===== config.mk =====
export PLATFORM = sky130hd
export DESIGN_NAME = fe_queue
export DESIGN_NICKNAME = d
export VERILOG_FILES = /design/src/hw/rtl/fire_effect_frame_engine_core_defines.svh /design/src/hw/rtl/fe_queue.sv
export SDC_FILE = /design/constraint.sdc
export NUM_CORES = 1
export LEC_CHECK = 0
export ABC_CLOCK_PERIOD_IN_PS = 1500
export BUFFER_PORTS_ARGS = -buffer_cell sky130_fd_sc_hd__buf_2
export CORE_UTILIZATION = 49
export DETAILED_ROUTE_END_ITERATION = 10
export GPL_TIMING_DRIVEN = 0
export PLACE_DENSITY = 0.75
export SETUP_SLACK_MARGIN = 0.15
export SKIP_LAST_GASP = 1
export SYNTH_ARGS = -nofsm -noshare
export SYNTH_HDL_FRONTEND = slang
export SYNTH_SLANG_ARGS = --single-unit

===== constraint.sdc =====
create_clock -name clk -period 1.5 [get_ports clk]
set_clock_uncertainty 0.15 [all_clocks]
set_input_delay 0.3 -clock clk [delete_from_list [all_inputs] [get_ports clk]]
set_output_delay 0.3 -clock clk [all_outputs]
set_load 0.02 [all_outputs]

===== src/hw/rtl/fire_effect_frame_engine_core_defines.svh =====
// Assertion macros for the fire engine RTL (used by fe_back).
`ifndef FIRE_EFFECT_FRAME_ENGINE_CORE_DEFINES_SVH
`define FIRE_EFFECT_FRAME_ENGINE_CORE_DEFINES_SVH
`ifndef SYNTHESIS
`define FE_ASSERT(lbl, expr) \
    lbl: assert property (@(posedge clk) disable iff (!rst_n) (expr)) \
        else $error("fe assertion failed");
`define FE_ASSERT_NEXT(lbl, ante, cons) \
    lbl: assert property (@(posedge clk) disable iff (!rst_n) (ante) |=> (cons)) \
        else $error("fe assertion failed");
`else
`define FE_ASSERT(lbl, expr)
`define FE_ASSERT_NEXT(lbl, ante, cons)
`endif
`endif


===== src/hw/rtl/fe_queue.sv =====
`timescale 1ns / 1ps
module fe_queue #(
    parameter int DW = 8
) (
    input  logic          clk,
    input  logic          rst_n,
    input  logic          push,
    input  logic [DW-1:0] push_data,
    input  logic          pop,
    output logic          full,
    output logic          valid,
    output logic [DW-1:0] head
);

    logic [DW-1:0] entry_reg [2];
    logic          wr_ptr_reg, wr_ptr_next;
    logic          rd_ptr_reg, rd_ptr_next;
    logic [1:0]    count_reg, count_next;

    assign full  = (count_reg == 2'd2);
    assign valid = (count_reg != 2'd0);
    assign head  = entry_reg[rd_ptr_reg];

    always_comb
    begin
        wr_ptr_next = wr_ptr_reg ^ push;
        rd_ptr_next = rd_ptr_reg ^ pop;
        count_next  = count_reg + {1'b0, push} - {1'b0, pop};
    end

    always_ff @(posedge clk)
    begin
        if (push)
            entry_reg[wr_ptr_reg] <= push_data;
    end

    always_ff @(posedge clk or negedge rst_n)
    begin
        if (!rst_n)
        begin
            wr_ptr_reg <= 1'b0;
            rd_ptr_reg <= 1'b0;
            count_reg  <= 2'd0;
        end
        else
        begin
            wr_ptr_reg <= wr_ptr_next;
            rd_ptr_reg <= rd_ptr_next;
            count_reg  <= count_next;
        end
    end

endmodule


# Yosys cells after proc, flatten, opt, wreduce, memory -nomap -nowiden
# Memory sizes are Yosys's and may differ from the RTL's.
# Index checks and enable logic that the tools add are counted.
[op_classes]
n_addsub = 2
n_eq_ne = 1
mux = 2
n_bitwise = 2
n_reduce_logical = 1
[ops]
columns = ["operator", "n"]
rows = [
  ["2-bit by 1-bit adder with 2-bit output", 1],
  ["2-bit equality test (second input constant)", 1],
  ["1-bit two-way mux", 2],
  ["2-bit nonzero test", 1],
  ["2-bit by 1-bit subtractor with 2-bit output", 1],
  ["1-bit bitwise XOR", 2],
]
[word_totals]
register_bits = 4
ram_bits = 16
output_inout_bits = 10
word_cells = 12
mem_count = 1
[memory_table]
columns = ["name", "words", "word_bits", "rd", "rd_clocked_by_memory_dff", "write_ports", "line", "rtl"]
rows = [
  ["entry_reg", 2, 8, 1, 0, 1, "fe_queue.sv:15", "logic [DW-1:0] entry_reg [2];"],
]

# Logic depth before layout (Yosys ltp)
[logic_depth]
depth_word = 2
ltp_mapped = 5
depth_no_buf = 5

# Worst setup path after synthesis
# Ideal clock, no wire load.
[synth_timing]
path_type = "register -> register"
start = "register count_reg[0]"
end = "register count_reg[1]"
setup_ps = 135
t_arrival_ps = 999
required_time_ps = 1215
slack_ps = 215
path_stages_with_launch = 6
n_path_buf = 0
period_less_slack_ps = 1285
path_cell_list = "dfrtp_1 inv_1 ha_1 inv_1 ha_1 xor3_1"
[synth_between]
elab_chain_cells = 2
[synth_rtl]
columns = ["element", "line", "rtl"]
rows = [
  ["start: declaration", "fe_queue.sv:18", "logic [1:0] count_reg, count_next;"],
  ["start signal: assignment", "fe_queue.sv:49", "count_reg <= count_next;"],
  ["2-bit by 1-bit adder with 2-bit output", "fe_queue.sv:28", "count_next = count_reg + {1'b0, push} - {1'b0, pop};"],
  ["2-bit by 1-bit subtractor with 2-bit output", "fe_queue.sv:28", ""],
  ["named net count_next[1]", "fe_queue.sv:18", ""],
]
# The timed path passes the listed nets, and every way through them passes these cells.

# Final worst setup path
[layout_timing]
start = "register rd_ptr_reg"
end = "output head[6]"
[layout_between]
elab_chain_cells = 1
[layout_rtl]
columns = ["element", "line", "rtl"]
rows = [
  ["start: declaration", "fe_queue.sv:17", "logic rd_ptr_reg, rd_ptr_next;"],
  ["start signal: assignment", "fe_queue.sv:48", "rd_ptr_reg <= rd_ptr_next;"],
  ["memory read 2 x 8 bit", "--", ""],
  ["end: declaration", "fe_queue.sv:12", "output logic [DW-1:0] head"],
]
# No other way between the ends.

==> results.yml <==
yosys:
  netlist_area_um2: 822.0
  synthCells: 41
  ys_seq_area_frac: 0.7062
  synth.avg_cell_area_um2: 20.05
  synth_cell_types: 10
  yosysTopAreaCell: "edfxtp_1"
  syn_nets: 57
  yosysWarnings: 0
  synth_seq_cells: 20
  synth_top_area_frac: 0.5845
  ys_top_cells_by_area: "edfxtp_1 58%, mux2_4 15%, dfrtp_1 12%"
placement:
  place_area_um2: 947.2
  place.gp.congestion: 0.6053
  io_buffers: 21
  dp_slack_ps: 79.13
  dpl.hpwl_um: 769.6
timing:
  worst_pin_slew_ps: 397.8
  clock.fmax_mhz: 573.2
  post-route-period-util: 1.163
  fin_crit_ps: 1745
  hold_viol: 0
  rsz0062_at_grt: "true"
  setup_slack_ps: -244.7
  drv_slew: 0
  setup_viol: 10
  max_slew_margin: 0.7348
outcome:
  status: "finished, violations left"
  violations: "setup timing"
drt:
  route.vias.total: 454
  dr.pass1.iters: 4
  routed_wl_um: 1286
  dr.first_iter.drc_count: 2
  viasPerCell: 5.101
  wl_per_cell_um: 14.45
  drc: 0
  drt.antenna.violating_nets: 0
worst_setup_path:
  cp_data_arrival_time_ps: 1290
  crit_chain: "buf_6 > mux2_4 > buf_6"
  path_delay_family: "flip-flops"
  worst_ep_required_time_ps: 1050
  worstSetupEndpointType: "primary output"
  crit_slowest_cell: "dfrtp_1"
  cpPeakStageDelay_ps: 420
  worstPathMaxFanout: 5
  path_buf_inv: 2
  crit_type: "reg2out"
  cp-start-kind: "flip-flop"
  crit_top_cell: "buf_6"
global_routing:
  global_route.overflow_total: 0
  grt_pass1_vias: 432
  grtUsageTotal: 0.1594
  grt_pass1_wl_um: 2021
  antenna_found_initial: 0
  grt_max_degree: 12
min_path:
  hold_class: "in2reg"
cells_and_area:
  largest_register_ffs: 16
  n_antenna_cell: 0
  post-route-cell-area_um2: 1144
  nFillCells: 106
  layout_common_cells: "16 x edfxtp_1, 15 x buf_6, 11 x buf_2, 8 x mux2_4, 4 x dfrtp_1"
  final_common_cell: "edfxtp_1"
  synthToLayoutAreaGrowth_pct: 39.12
  layout-drive-gt1-share: 0.6301
  fin_nets: 90
die:
  die_x_um: 42.96
  pin_count: 22
  die_y_um: 42.96
  num_rows: 14
  initial_utilization: 0.5333
  die-area_um2: 1846
  core_area_um2: 1541
clock_network:
  cts.clk_slew.worst_paths_ps: 110
  clk_latency_ps: 300
  clock_sinks: 20
  numCtsBuffers: 3
  clock-root-buffer: "clkbuf_4"
  cts_tree: "yes"
  htreeDepth: 1
  clk_path_buf_depth: 2
power:
  leakagePower_nw: 0.5045
  irDropWorstVdd_uv: 1192
  p_per_area_nw_per_um2: 1962
job:
  cap_violations: 0
[stage by stage]
step                      instances  setup TNS (ps)  total power [W]  hold slack (ps)  utilization
after CTS                        88           -2059         0.002151            28.51       0.7143
after global routing             89           -2534         0.002360            17.16       0.7419
after detailed placement         78               0         0.001583           -38.91       0.6144
final                            89           -2056         0.002243            31.81       0.7419
after floorplan                  41               0         0.001391           -145.6            -
after global placement           78               0         0.001555           -39.93       0.6144
[report_power, final]
group	internal [W]	switching [W]
logic	0.000686	0.000474
registers	0.000755	0.0000691
clock network	0.0000970	0.000161
total	0.00154	0.000705
[layout make-up]
cell class,count,area (um2),area share
Buffer,1,11.26,0.009847
Multi-Input combinational cell,16,252.7,0.2210
Clock inverter,1,3.754,0.003282
Timing Repair Buffer,28,237.7,0.2079
Clock buffer,3,22.52,0.01969
Sequential cell,20,580.6,0.5077
Inverter,4,15.01,0.01313
Tap cell,16,20.02,0.01751
[cell usage after synthesis, drive strengths merged]
cell type,count
xor3,1
mux2,8
xor2,1
ha,4
dfrtp,4
edfxtp,16
inv,4
nor2b,1
buf,1
or2,1
[per-layer routing]
metal  routed length, um  global-route usage  vias up  share of wire
met4                  31             0.07273        0          0.024
met5                   0                   0        -              0
met3                  43             0.03830        4          0.033
met1                 539              0.2035      225           0.42
li1                    -                   -      209              -
met2                 671              0.2576       16           0.52
[final timing paths]
path | startpoint | to | slack [ps] | depth (start not counted)
max reg2reg | count_reg[0] | count_reg[1] | 30 | 6
max | rd_ptr_reg | head[6] | -240 | 3
max in group asynchronous | rst_n | count_reg[0] | 920 | 2
min in group asynchronous | rst_n | wr_ptr_reg | 160 | 2
min reg2reg | wr_ptr_reg | wr_ptr_reg | 490 | 3
min | push_data[0] | entry_reg[0][0] | 30 | 1
[repair_timing]
action                                  4_1_cts  5_1_grt
endpoints found under the setup margin       11       20
cloned                                        1        0
endpoints found under the hold margin         4        0
setup buffers                                 4        1
resized for setup                            25        7
hold buffers                                  1        0
pin swaps                                     0        1
[kinds of logic after synthesis]
family | after synthesis | synth area share
fa+ha+maj | 4 | 0.06089
xor+xnor | 2 | 0.03957
buf+inv | 5 | 0.03196
simple gates | 2 | 0.01523
mux | 8 | 0.1461
flops | 20 | 0.7062
No activity file was read; power rests on OpenSTA's default activity.
