[config.mk]
export PLATFORM = sky130hd
export DESIGN_NAME = fe_front_flat
export DESIGN_NICKNAME = d
export VERILOG_FILES = /design/src/hw/rtl/fire_effect_frame_engine_core_defines.svh /design/src/hw/rtl/fe_pkg.sv /design/src/hw/rtl/fe_ifs.sv /design/src/hw/rtl/fe_front.sv /design/src/flat_wrapper.sv
export SDC_FILE = /design/constraint.sdc
export NUM_CORES = 1
export LEC_CHECK = 0
export BUFFER_PORTS_ARGS = -buffer_cell sky130_fd_sc_hd__buf_4
export CORE_MARGIN = 3
export CORE_UTILIZATION = 42
export DETAILED_ROUTE_END_ITERATION = 16
export PLACE_DENSITY = 0.78
export SKIP_LAST_GASP = 1
export SLEW_MARGIN = 20
export SYNTH_ARGS = -nofsm -noshare
export SYNTH_HDL_FRONTEND = slang
export SYNTH_SLANG_ARGS = --single-unit
[constraint.sdc]
create_clock -name clk -period 2.2 [get_ports clk]
set_input_delay 0.55 -clock clk [delete_from_list [all_inputs] [get_ports clk]]
set_output_delay 0.55 -clock clk [all_outputs]
set_load 0.03 [all_outputs]
[src/hw/rtl/fire_effect_frame_engine_core_defines.svh]
// Assertion macros for the fire engine RTL (used by fe_back).
`ifndef FIRE_EFFECT_FRAME_ENGINE_CORE_DEFINES_SVH
`define FIRE_EFFECT_FRAME_ENGINE_CORE_DEFINES_SVH
`ifndef SYNTHESIS
`define FE_ASSERT(lbl, expr) \
    lbl: assert property (@(posedge clk) disable iff (!rst_n) (expr)) \
        else $error("fe assertion failed");
`define FE_ASSERT_NEXT(lbl, ante, cons) \
    lbl: assert property (@(posedge clk) disable iff (!rst_n) (ante) |=> (cons)) \
        else $error("fe assertion failed");
`else
`define FE_ASSERT(lbl, expr)
`define FE_ASSERT_NEXT(lbl, ante, cons)
`endif
`endif

[src/hw/rtl/fe_pkg.sv]
`timescale 1ns / 1ps
package fe_pkg;

    localparam int CFG_IDX_W  = 2;
    localparam int CFG_DATA_W = 9;
    localparam int HGT_CFG_W  = 8;

    localparam logic [CFG_IDX_W-1:0] REG_WIDTH  = 2'd0;
    localparam logic [CFG_IDX_W-1:0] REG_HEIGHT = 2'd1;

    localparam logic [1:0] REQ_SEED    = 2'd0;
    localparam logic [1:0] REQ_ADVANCE = 2'd1;
    localparam logic [1:0] REQ_READ    = 2'd2;

    // work items after classification; OP_BLANK is a read outside the active area
    typedef enum logic [1:0] {
        OP_SEED,
        OP_ADVANCE,
        OP_READ,
        OP_BLANK
    } fe_op_t;

    typedef enum logic [2:0] {
        ST_CLEAR,
        ST_IDLE,
        ST_ADV,
        ST_ADV_WR,
        ST_READ_LOOK
    } fe_state_t;

    typedef struct packed {
        logic clearing;
    } fe_status_t;

    typedef logic [23:0] fe_rgb_t;
    typedef fe_rgb_t fe_palette_t [256];

    function automatic fe_rgb_t palette_entry(input int unsigned idx);
        int unsigned hue;
        int unsigned lit;
        int unsigned v;
        int unsigned m;
        int unsigned sext;
        int unsigned frac;
        int unsigned vsf;
        int unsigned up;
        int unsigned down;
        logic [7:0] r;
        logic [7:0] g;
        logic [7:0] b;
        hue = idx / 3;
        lit = (idx >= 127) ? 255 : idx * 2;
        if (lit < 128)
            v = (lit * 511) >> 8;
        else
            v = (((lit + 255) << 8) - lit * 255) >> 8;
        if (v == 0)
            return '0;
        m    = lit + lit - v;
        hue  = hue * 6;
        sext = hue >> 8;
        frac = hue - (sext << 8);
        // v*frac*(v-m)/v reduces exactly to frac*(v-m)
        vsf  = (frac * (v - m)) >> 8;
        up   = m + vsf;
        down = v - vsf;
        case (sext)
            0:       begin r = 8'(v);    g = 8'(up);   b = 8'(m);    end
            1:       begin r = 8'(down); g = 8'(v);    b = 8'(m);    end
            2:       begin r = 8'(m);    g = 8'(v);    b = 8'(up);   end
            3:       begin r = 8'(m);    g = 8'(down); b = 8'(v);    end
            4:       begin r = 8'(up);   g = 8'(m);    b = 8'(v);    end
            default: begin r = 8'(v);    g = 8'(m);    b = 8'(down); end
        endcase
        return {r, g, b};
    endfunction

    function automatic fe_palette_t build_palette();
        fe_palette_t p;
        for (int i = 0; i < 256; i++)
            p[i] = palette_entry(i);
        return p;
    endfunction

    localparam fe_palette_t PALETTE = build_palette();

endpackage

[src/hw/rtl/fe_ifs.sv]
`timescale 1ns / 1ps
interface fe_req_if;
    logic       valid;
    logic       ready;
    logic [1:0] req_type;
    logic [7:0] column;
    logic [6:0] screen_row;
    logic [7:0] seed_heat;

    modport source (output valid, req_type, column, screen_row, seed_heat, input ready);
    modport sink   (input valid, req_type, column, screen_row, seed_heat, output ready);
endinterface


[src/hw/rtl/fe_front.sv]
`timescale 1ns / 1ps
module fe_front #(
    parameter int COLS_MAX = 256,
    parameter int ROWS_MAX = 128
) (
    input  logic                                         clk,
    input  logic                                         rst_n,
    fe_req_if.sink                                       req,
    input  logic                                         cfg_we,
    input  logic [fe_pkg::CFG_IDX_W-1:0]                 cfg_index,
    input  logic [fe_pkg::CFG_DATA_W-1:0]                cfg_data,
    input  fe_pkg::fe_status_t                           status,
    input  logic                                         q_full,
    output logic                                         q_push,
    output logic [2+$clog2(ROWS_MAX+1)+$clog2(COLS_MAX)+8-1:0] q_data,
    output logic [$clog2(COLS_MAX+1)-1:0]                width_in_use,
    output logic [$clog2(ROWS_MAX+1)-1:0]                height_in_use
);
    import fe_pkg::*;

    localparam int WID_W = $clog2(COLS_MAX + 1);
    localparam int HGT_W = $clog2(ROWS_MAX + 1);
    localparam int COL_W = $clog2(COLS_MAX);

    logic [WID_W-1:0] width_reg, width_next;
    logic [HGT_W-1:0] height_reg, height_next;
    logic [31:0]      cfg_val;
    logic             accept;
    logic             col_in;
    logic             row_in;
    fe_op_t           op;
    logic [HGT_W-1:0] row;

    assign width_in_use  = width_reg;
    assign height_in_use = height_reg;

    always_comb
    begin
        width_next  = width_reg;
        height_next = height_reg;
        cfg_val     = '0;
        if (cfg_we)
        begin
            unique case (cfg_index)
                REG_WIDTH:
                begin
                    cfg_val = 32'(cfg_data);
                    if (cfg_val == 32'd0)
                        cfg_val = 32'd1;
                    if (cfg_val > 32'(COLS_MAX))
                        cfg_val = 32'(COLS_MAX);
                    width_next = WID_W'(cfg_val);
                end
                REG_HEIGHT:
                begin
                    cfg_val = 32'(cfg_data[HGT_CFG_W-1:0]);
                    if (cfg_val == 32'd0)
                        cfg_val = 32'd1;
                    if (cfg_val > 32'(ROWS_MAX))
                        cfg_val = 32'(ROWS_MAX);
                    height_next = HGT_W'(cfg_val);
                end
                default: ;
            endcase
        end
    end

    assign req.ready = !q_full && !status.clearing;
    assign accept    = req.valid && req.ready;
    assign col_in    = 32'(req.column) < 32'(width_reg);
    assign row_in    = 32'(req.screen_row) < 32'(height_reg);

    always_comb
    begin
        q_push = 1'b0;
        op     = OP_SEED;
        row    = '0;
        unique case (req.req_type)
            REQ_SEED:
            begin
                q_push = accept && col_in;
            end
            REQ_ADVANCE:
            begin
                q_push = accept;
                op     = OP_ADVANCE;
            end
            REQ_READ:
            begin
                q_push = accept;
                op     = (col_in && row_in) ? OP_READ : OP_BLANK;
                // screen row 0 shows the topmost fire row
                row    = HGT_W'(32'(height_reg) - 32'd1 - 32'(req.screen_row));
            end
            default: ;
        endcase
    end

    assign q_data = {op, row, COL_W'(req.column), req.seed_heat};

    always_ff @(posedge clk or negedge rst_n)
    begin
        if (!rst_n)
        begin
            width_reg  <= WID_W'(COLS_MAX);
            height_reg <= HGT_W'(ROWS_MAX);
        end
        else
        begin
            width_reg  <= width_next;
            height_reg <= height_next;
        end
    end

endmodule

[src/flat_wrapper.sv]
// flat-port wrapper written by rule: the top's interface ports become plain ports
module fe_front_flat import fe_pkg::*;
#(
    parameter int COLS_MAX = 256,
    parameter int ROWS_MAX = 128
)
  (clk, rst_n, cfg_we, cfg_index, cfg_data, status, q_full, q_push, q_data, width_in_use, height_in_use, req_valid, req_req_type, req_column, req_screen_row, req_seed_heat, req_ready);
  fe_req_if req_i ();
  input  logic clk;
  input  logic rst_n;
  input  logic cfg_we;
  input  logic [fe_pkg::CFG_IDX_W-1:0] cfg_index;
  input  logic [fe_pkg::CFG_DATA_W-1:0] cfg_data;
  input  fe_pkg::fe_status_t status;
  input  logic q_full;
  output logic q_push;
  output logic [2+$clog2(ROWS_MAX+1)+$clog2(COLS_MAX)+8-1:0] q_data;
  output logic [$clog2(COLS_MAX+1)-1:0] width_in_use;
  output logic [$clog2(ROWS_MAX+1)-1:0] height_in_use;
  input wire logic [$bits(req_i.valid)-1:0] req_valid;
  input wire logic [$bits(req_i.req_type)-1:0] req_req_type;
  input wire logic [$bits(req_i.column)-1:0] req_column;
  input wire logic [$bits(req_i.screen_row)-1:0] req_screen_row;
  input wire logic [$bits(req_i.seed_heat)-1:0] req_seed_heat;
  output wire logic [$bits(req_i.ready)-1:0] req_ready;
  assign req_i.valid = req_valid;
  assign req_i.req_type = req_req_type;
  assign req_i.column = req_column;
  assign req_i.screen_row = req_screen_row;
  assign req_i.seed_heat = req_seed_heat;
  assign req_ready = req_i.ready;
  fe_front #(.COLS_MAX(COLS_MAX), .ROWS_MAX(ROWS_MAX)) u_core (.clk(clk), .rst_n(rst_n), .req(req_i), .cfg_we(cfg_we), .cfg_index(cfg_index), .cfg_data(cfg_data), .status(status), .q_full(q_full), .q_push(q_push), .q_data(q_data), .width_in_use(width_in_use), .height_in_use(height_in_use));
endmodule
Word-level counts from Yosys, hierarchy flattened
Index checks and enable logic that the tools add are counted.
W data, S select, Z words.
{"block": "word_totals", "register_bits": 17, "input_bits": 42, "out_inout_bits": 45}
{"block": "op_classes", "n_addsub": 2, "magnitude_cmp": 4, "n_eq_ne": 3, "mux": 12, "reduce_logical": 13}
{"op": "$mux W32", "count": 4}
{"op": "$gt A32 B8 Y1 const B", "count": 1}
{"op": "$gt A32 B9 Y1 const B", "count": 1}
{"op": "$mux W8", "count": 3}
{"op": "$mux W9", "count": 2}
{"op": "$logic_not A9 Y1", "count": 1}
{"op": "$lt A8 B9 Y1", "count": 1}
{"op": "$logic_not A8 Y1", "count": 1}
{"op": "$lt A7 B8 Y1", "count": 1}
{"op": "$sub A8 B1 Y8 const B", "count": 1}
{"op": "$sub A8 B7 Y8", "count": 1}
{"op": "$eq A2 B1 Y1 const B", "count": 2}
{"op": "$logic_and A1 B1 Y1", "count": 4}
{"op": "$logic_not A2 Y1", "count": 2}
{"op": "$pmux W2 S2", "count": 1}
{"op": "$reduce_and A2 Y1", "count": 2}
{"op": "$eq A2 B2 Y1 const B", "count": 1}
{"op": "$logic_not A1 Y1", "count": 2}
{"op": "$pmux W1 S2", "count": 1}
{"op": "$reduce_or A2 Y1", "count": 1}
{"op": "$mux W1", "count": 1}

Logic depth before layout (Yosys ltp)
{"block": "logic_depth", "ltp_word": 6, "mapped_depth": 8, "ltp_nobuf": 8}

Least setup slack after synthesis
OpenSTA, ideal clock, no wires.
{"block": "synth_timing", "path_kind": "input port to output port", "from": "input port req_screen_row[0]", "to": "output port q_data[20]", "arrival_ps": 2248, "required_ps": 1650, "path_slack_ps": -598, "stages": 8, "path_buffers": 0, "cell_sequence": "inv_1 -> ha_1 -> inv_1 -> fa_1 -> nor2b_1 -> o21a_1 -> nor3_1 -> nor3b_1"}
{"block": "synth_via", "elab_chain_cells": 2}
{"element": "from (decl)", "line": "flat_wrapper.sv:23", "text": "input wire logic [$bits(req_i.screen_row)-1:0] req_screen_row;"}
{"element": "$sub A8 B7 Y8", "line": "fe_front.sv:93", "text": "row = HGT_W'(32'(height_reg) - 32'd1 - 32'(req.screen_row));"}
{"element": "$mux W8", "line": "fe_front.sv:78", "text": "unique case (req.req_type)"}
{"element": "to (decl)", "line": "flat_wrapper.sv:17", "text": "output logic [2+$clog2(ROWS_MAX+1)+$clog2(COLS_MAX)+8-1:0] q_data;"}
No other way between the ends.

Final worst setup path
{"block": "layout_timing", "from": "input port req_screen_row[0]", "to": "output port q_data[22]"}
Same word-level chain as after synthesis.

==> metrics <==
Post-Synthesis Cell Area=approximately 1700 um^2; number of warnings reported in the yosys synthesis log=0; Final Worst Setup Slack=-432 ps; syn_nets=276; final routed DRC violation total=0; depth of the most critical reg-to-reg path=4; per-cell via count in the routed design=5.00; crit path DAT=~2100 ps; violations in the final reports=setup timing; number of placement rows=22; largest fanout on the critical path=3; DIE HEIGHT=between 70 and 80 um; Root Buffer=sky130_fd_sc_hd__clkbuf_8; vias after detailed routing=between 1.5k and 2k; Final Hold Viols=0; utilization after layout=around 74%; Detail Route Antenna Nets=0; max-slew violation count=0; net count of the finished layout=365; number of clock buffers inserted by TritonCTS=3; startpoint of the worst-slack reg-to-reg timing path=u_core.height_in_use[1]; Worst setup SP type=input pin; RD Place Congestion=0.734; Core Box Area=around 3800 um^2; first-pass GRT wire length=between 8 and 9 mm; switch share=40.0%; Leakage Power=1.33 nW; fraction of power consumed by sequential logic=26.7%; initial antenna violation count=0; Fmax=380 MHz; CP required=about 1700 ps; Remaining Overflow, GRT=0; EDFF count, synth=0; Worst-Margin Slew=572 ps; Final setup violation count=8; final hold slack=~140 ps; pwr dens=541 nW/um^2; number of global-route vias before repair=~1.8k; half-perimeter wire length after placement=about 3.5 mm; number of diodes=0; boundary pin count=a little under 90; largest net degree at the start of global routing=18; post-layout instance area=roughly 2800 um^2; Placed Instance Area=2490 um^2; share of async-settable or async-resettable flops after synthesis=100%; Switch Pwr=between 600 and 700 uW; internal power=912 uW; prevailing post-synth register cell=sky130_fd_sc_hd__dfrtp_1; maximum ir drop on the vdd rail=approximately 430 uV; Tightest Hold Check Type=input pin to async pin; Buffers on Ports=70; Clock Pin Slew Worst Setup and Hold Paths=70 ps; H-Tree Depth=1; Clock Skews=0 ps; Initial Utilization=a little under half; CTS sink cnt=17; sequential element share of the synthesized area=around a quarter; Critical Path End Type=primary output; number of design-rule violations left by the first detailed-router iteration=60; CTS Hold Bufs=0; Cell variety after synth=43; full die area=between 4000 and 5000 um^2; register-to-register setup slack=1300 ps; count of state elements after synthesis=17; share of post-route cells with drive strength above 1=57.1%; post-layout total power=approximately 1.5 mW; number of buffers on the longest clock path=2; detailed-route wire length per cell=roughly 14 um; unrepaired setup endpoints after global routing=yes; class of the most critical setup path=input pin to primary output; worst reg2reg path endpoint=u_core.height_in_use[1]; clock period minus final worst setup slack=2630 ps; share of the clock period used by the worst path=120%; layout overhead on the synthesized area=62.8%; CTS tree=yes; Comb power frac=between 50% and 60%; DRT Wirelength=approximately 4.7 mm; Total Routing Usage GR=between 10% and 20%; mean post-synth cell area=between 8 and 9 um^2; run status=complete, but fails checks; Relative slew margins=just over 60%; insertion delay to the later sink of the worst-skew pair=about 250 ps; relative contribution of the clock network to total power=15.4%; first-pass detailed-route iteration total=4; max-cap violations=0; Synth Instances=~210; Die Span X=roughly 70 um
==> synth_stat cells (all sizes together) (3+ instances only) <==
library cell,count,area (um^2)
buf,21,164
a21oi,7,38.8
nand2b,14,87.6
nor2b,3,18.8
and2,4,25.0
inv,27,101
nor3b,3,22.5
ha,25,313
dfrtp,15,375
nand3,5,25.0
o21ai,18,90.1
o21a,3,22.5
nor2,7,26.3
nand2,22,82.6
nand3b,4,30.0
==> power groups by stage <==
stage / Clock (mW) / Sequential, mW / Combinational, mW
CTS: 0.237 / 0.407 / 0.866
detailed placement: 0 / 0.412 / 0.752
global placement: 0 / 0.411 / 0.735
finish: 0.234 / 0.406 / 0.879
global route: 0.251 / 0.412 / 0.950
floorplan: 0 / 0.492 / 0.402
==> worst max path at each step <==
stage | startpoint | endpoint | depth (start not counted)
6_report | req_screen_row[0] | q_data[22] | 10
5_1_grt | req_screen_row[0] | q_data[22] | 10
4_1_cts | req_screen_row[1] | q_data[22] | 8
3_5_place_dp | req_screen_row[1] | q_data[23] | 8
3_3_place_gp | req_screen_row[1] | q_data[23] | 8
2_1_floorplan | req_screen_row[0] | q_data[22] | 8
==> area by class of cell <==
class | count | area, um^2
multi-input cells | 141 | 1320
fillers | 290 | 991
repair buffers | 107 | 837
flip-flops and latches | 17 | 433
inverters | 27 | 116
well taps | 48 | 60.1
clock buffers | 3 | 41.3
clock inverters | 1 | 5.00
==> per-layer routing <==
| layer | global-route usage [%] | vias to the layer above | part of all wire (%) |
|---|---|---|---|
| met5 | 0 | - | 0 |
| met1 | 22.2 | 794 | 39 |
| met3 | 3.74 | 15 | 5.2 |
| met4 | 7.45 | 0 | 2.3 |
| li1 | - | 855 | - |
| met2 | 36.8 | 56 | 53 |
==> logic make-up (layout without fill, tap and decap cells) <==
logic type | count (synthesis) | after routing | share of synthesized area [%]
compound gates | 40 | 40 | 15.3
mux | 3 | 3 | 2.10
xor+xnor | 2 | 2 | 1.02
simple gates | 70 | 70 | 21.6
buf+inv | 50 | 138 | 15.8
flops | 17 | 17 | 24.8
fa+ha+maj | 26 | 26 | 19.3
==> cells in the final DEF, fill, tap and decap left out, types with 3 or more instances in the layout <==
cell type	netlist	layout
sky130_fd_sc_hd__clkbuf_8	0	3
sky130_fd_sc_hd__ha_1	25	13
sky130_fd_sc_hd__nand2_1	22	21
sky130_fd_sc_hd__and2_1	4	3
sky130_fd_sc_hd__buf_6	3	7
sky130_fd_sc_hd__inv_2	0	8
sky130_fd_sc_hd__inv_1	27	17
sky130_fd_sc_hd__dfrtp_1	15	11
sky130_fd_sc_hd__o21ai_2	0	3
sky130_fd_sc_hd__dfrtp_2	0	4
sky130_fd_sc_hd__nand3_1	5	4
sky130_fd_sc_hd__o21ai_0	11	8
sky130_fd_sc_hd__buf_4	16	99
sky130_fd_sc_hd__ha_4	0	12
sky130_fd_sc_hd__a21oi_2	1	6
sky130_fd_sc_hd__nor2_1	7	6
sky130_fd_sc_hd__nand3b_1	4	4
sky130_fd_sc_hd__o21ai_1	7	7
sky130_fd_sc_hd__nand2b_1	14	14
sky130_fd_sc_hd__o21a_1	3	3
==> flip-flops by register name, summed over array words and instances, names as in the netlist <==
register              count
u_core.height_in_use      8
u_core.width_in_use       9
==> metrics by stage <==
stage | std cells | setup WS [ps] | TNS (ps)
after floorplan | 208 | -309 | -898
after global placement | 331 | -502 | -2220
after detailed placement | 331 | -520 | -2420
after CTS | 343 | -366 | -1600
after global routing | 344 | -504 | -2420
final | 344 | -432 | -1890
==> worst max-delay path, cell delays in order <==
cell and delay (ps):
sky130_fd_sc_hd__buf_8 110, sky130_fd_sc_hd__inv_12 40, sky130_fd_sc_hd__ha_4 120, sky130_fd_sc_hd__inv_2 40, sky130_fd_sc_hd__fa_2 330, sky130_fd_sc_hd__nor2b_2 150
sky130_fd_sc_hd__o21a_1 220, sky130_fd_sc_hd__o21a_1 230, sky130_fd_sc_hd__o211ai_1 100, sky130_fd_sc_hd__buf_4 180
==> repair_timing <==
item	CTS	global route
setup endpoints to repair	9	9
setup buffers	8	1
gates resized for setup	42	0
cloned	0	0
pin swaps	26	4
Note: power is estimated with default switching activity, not from simulation.
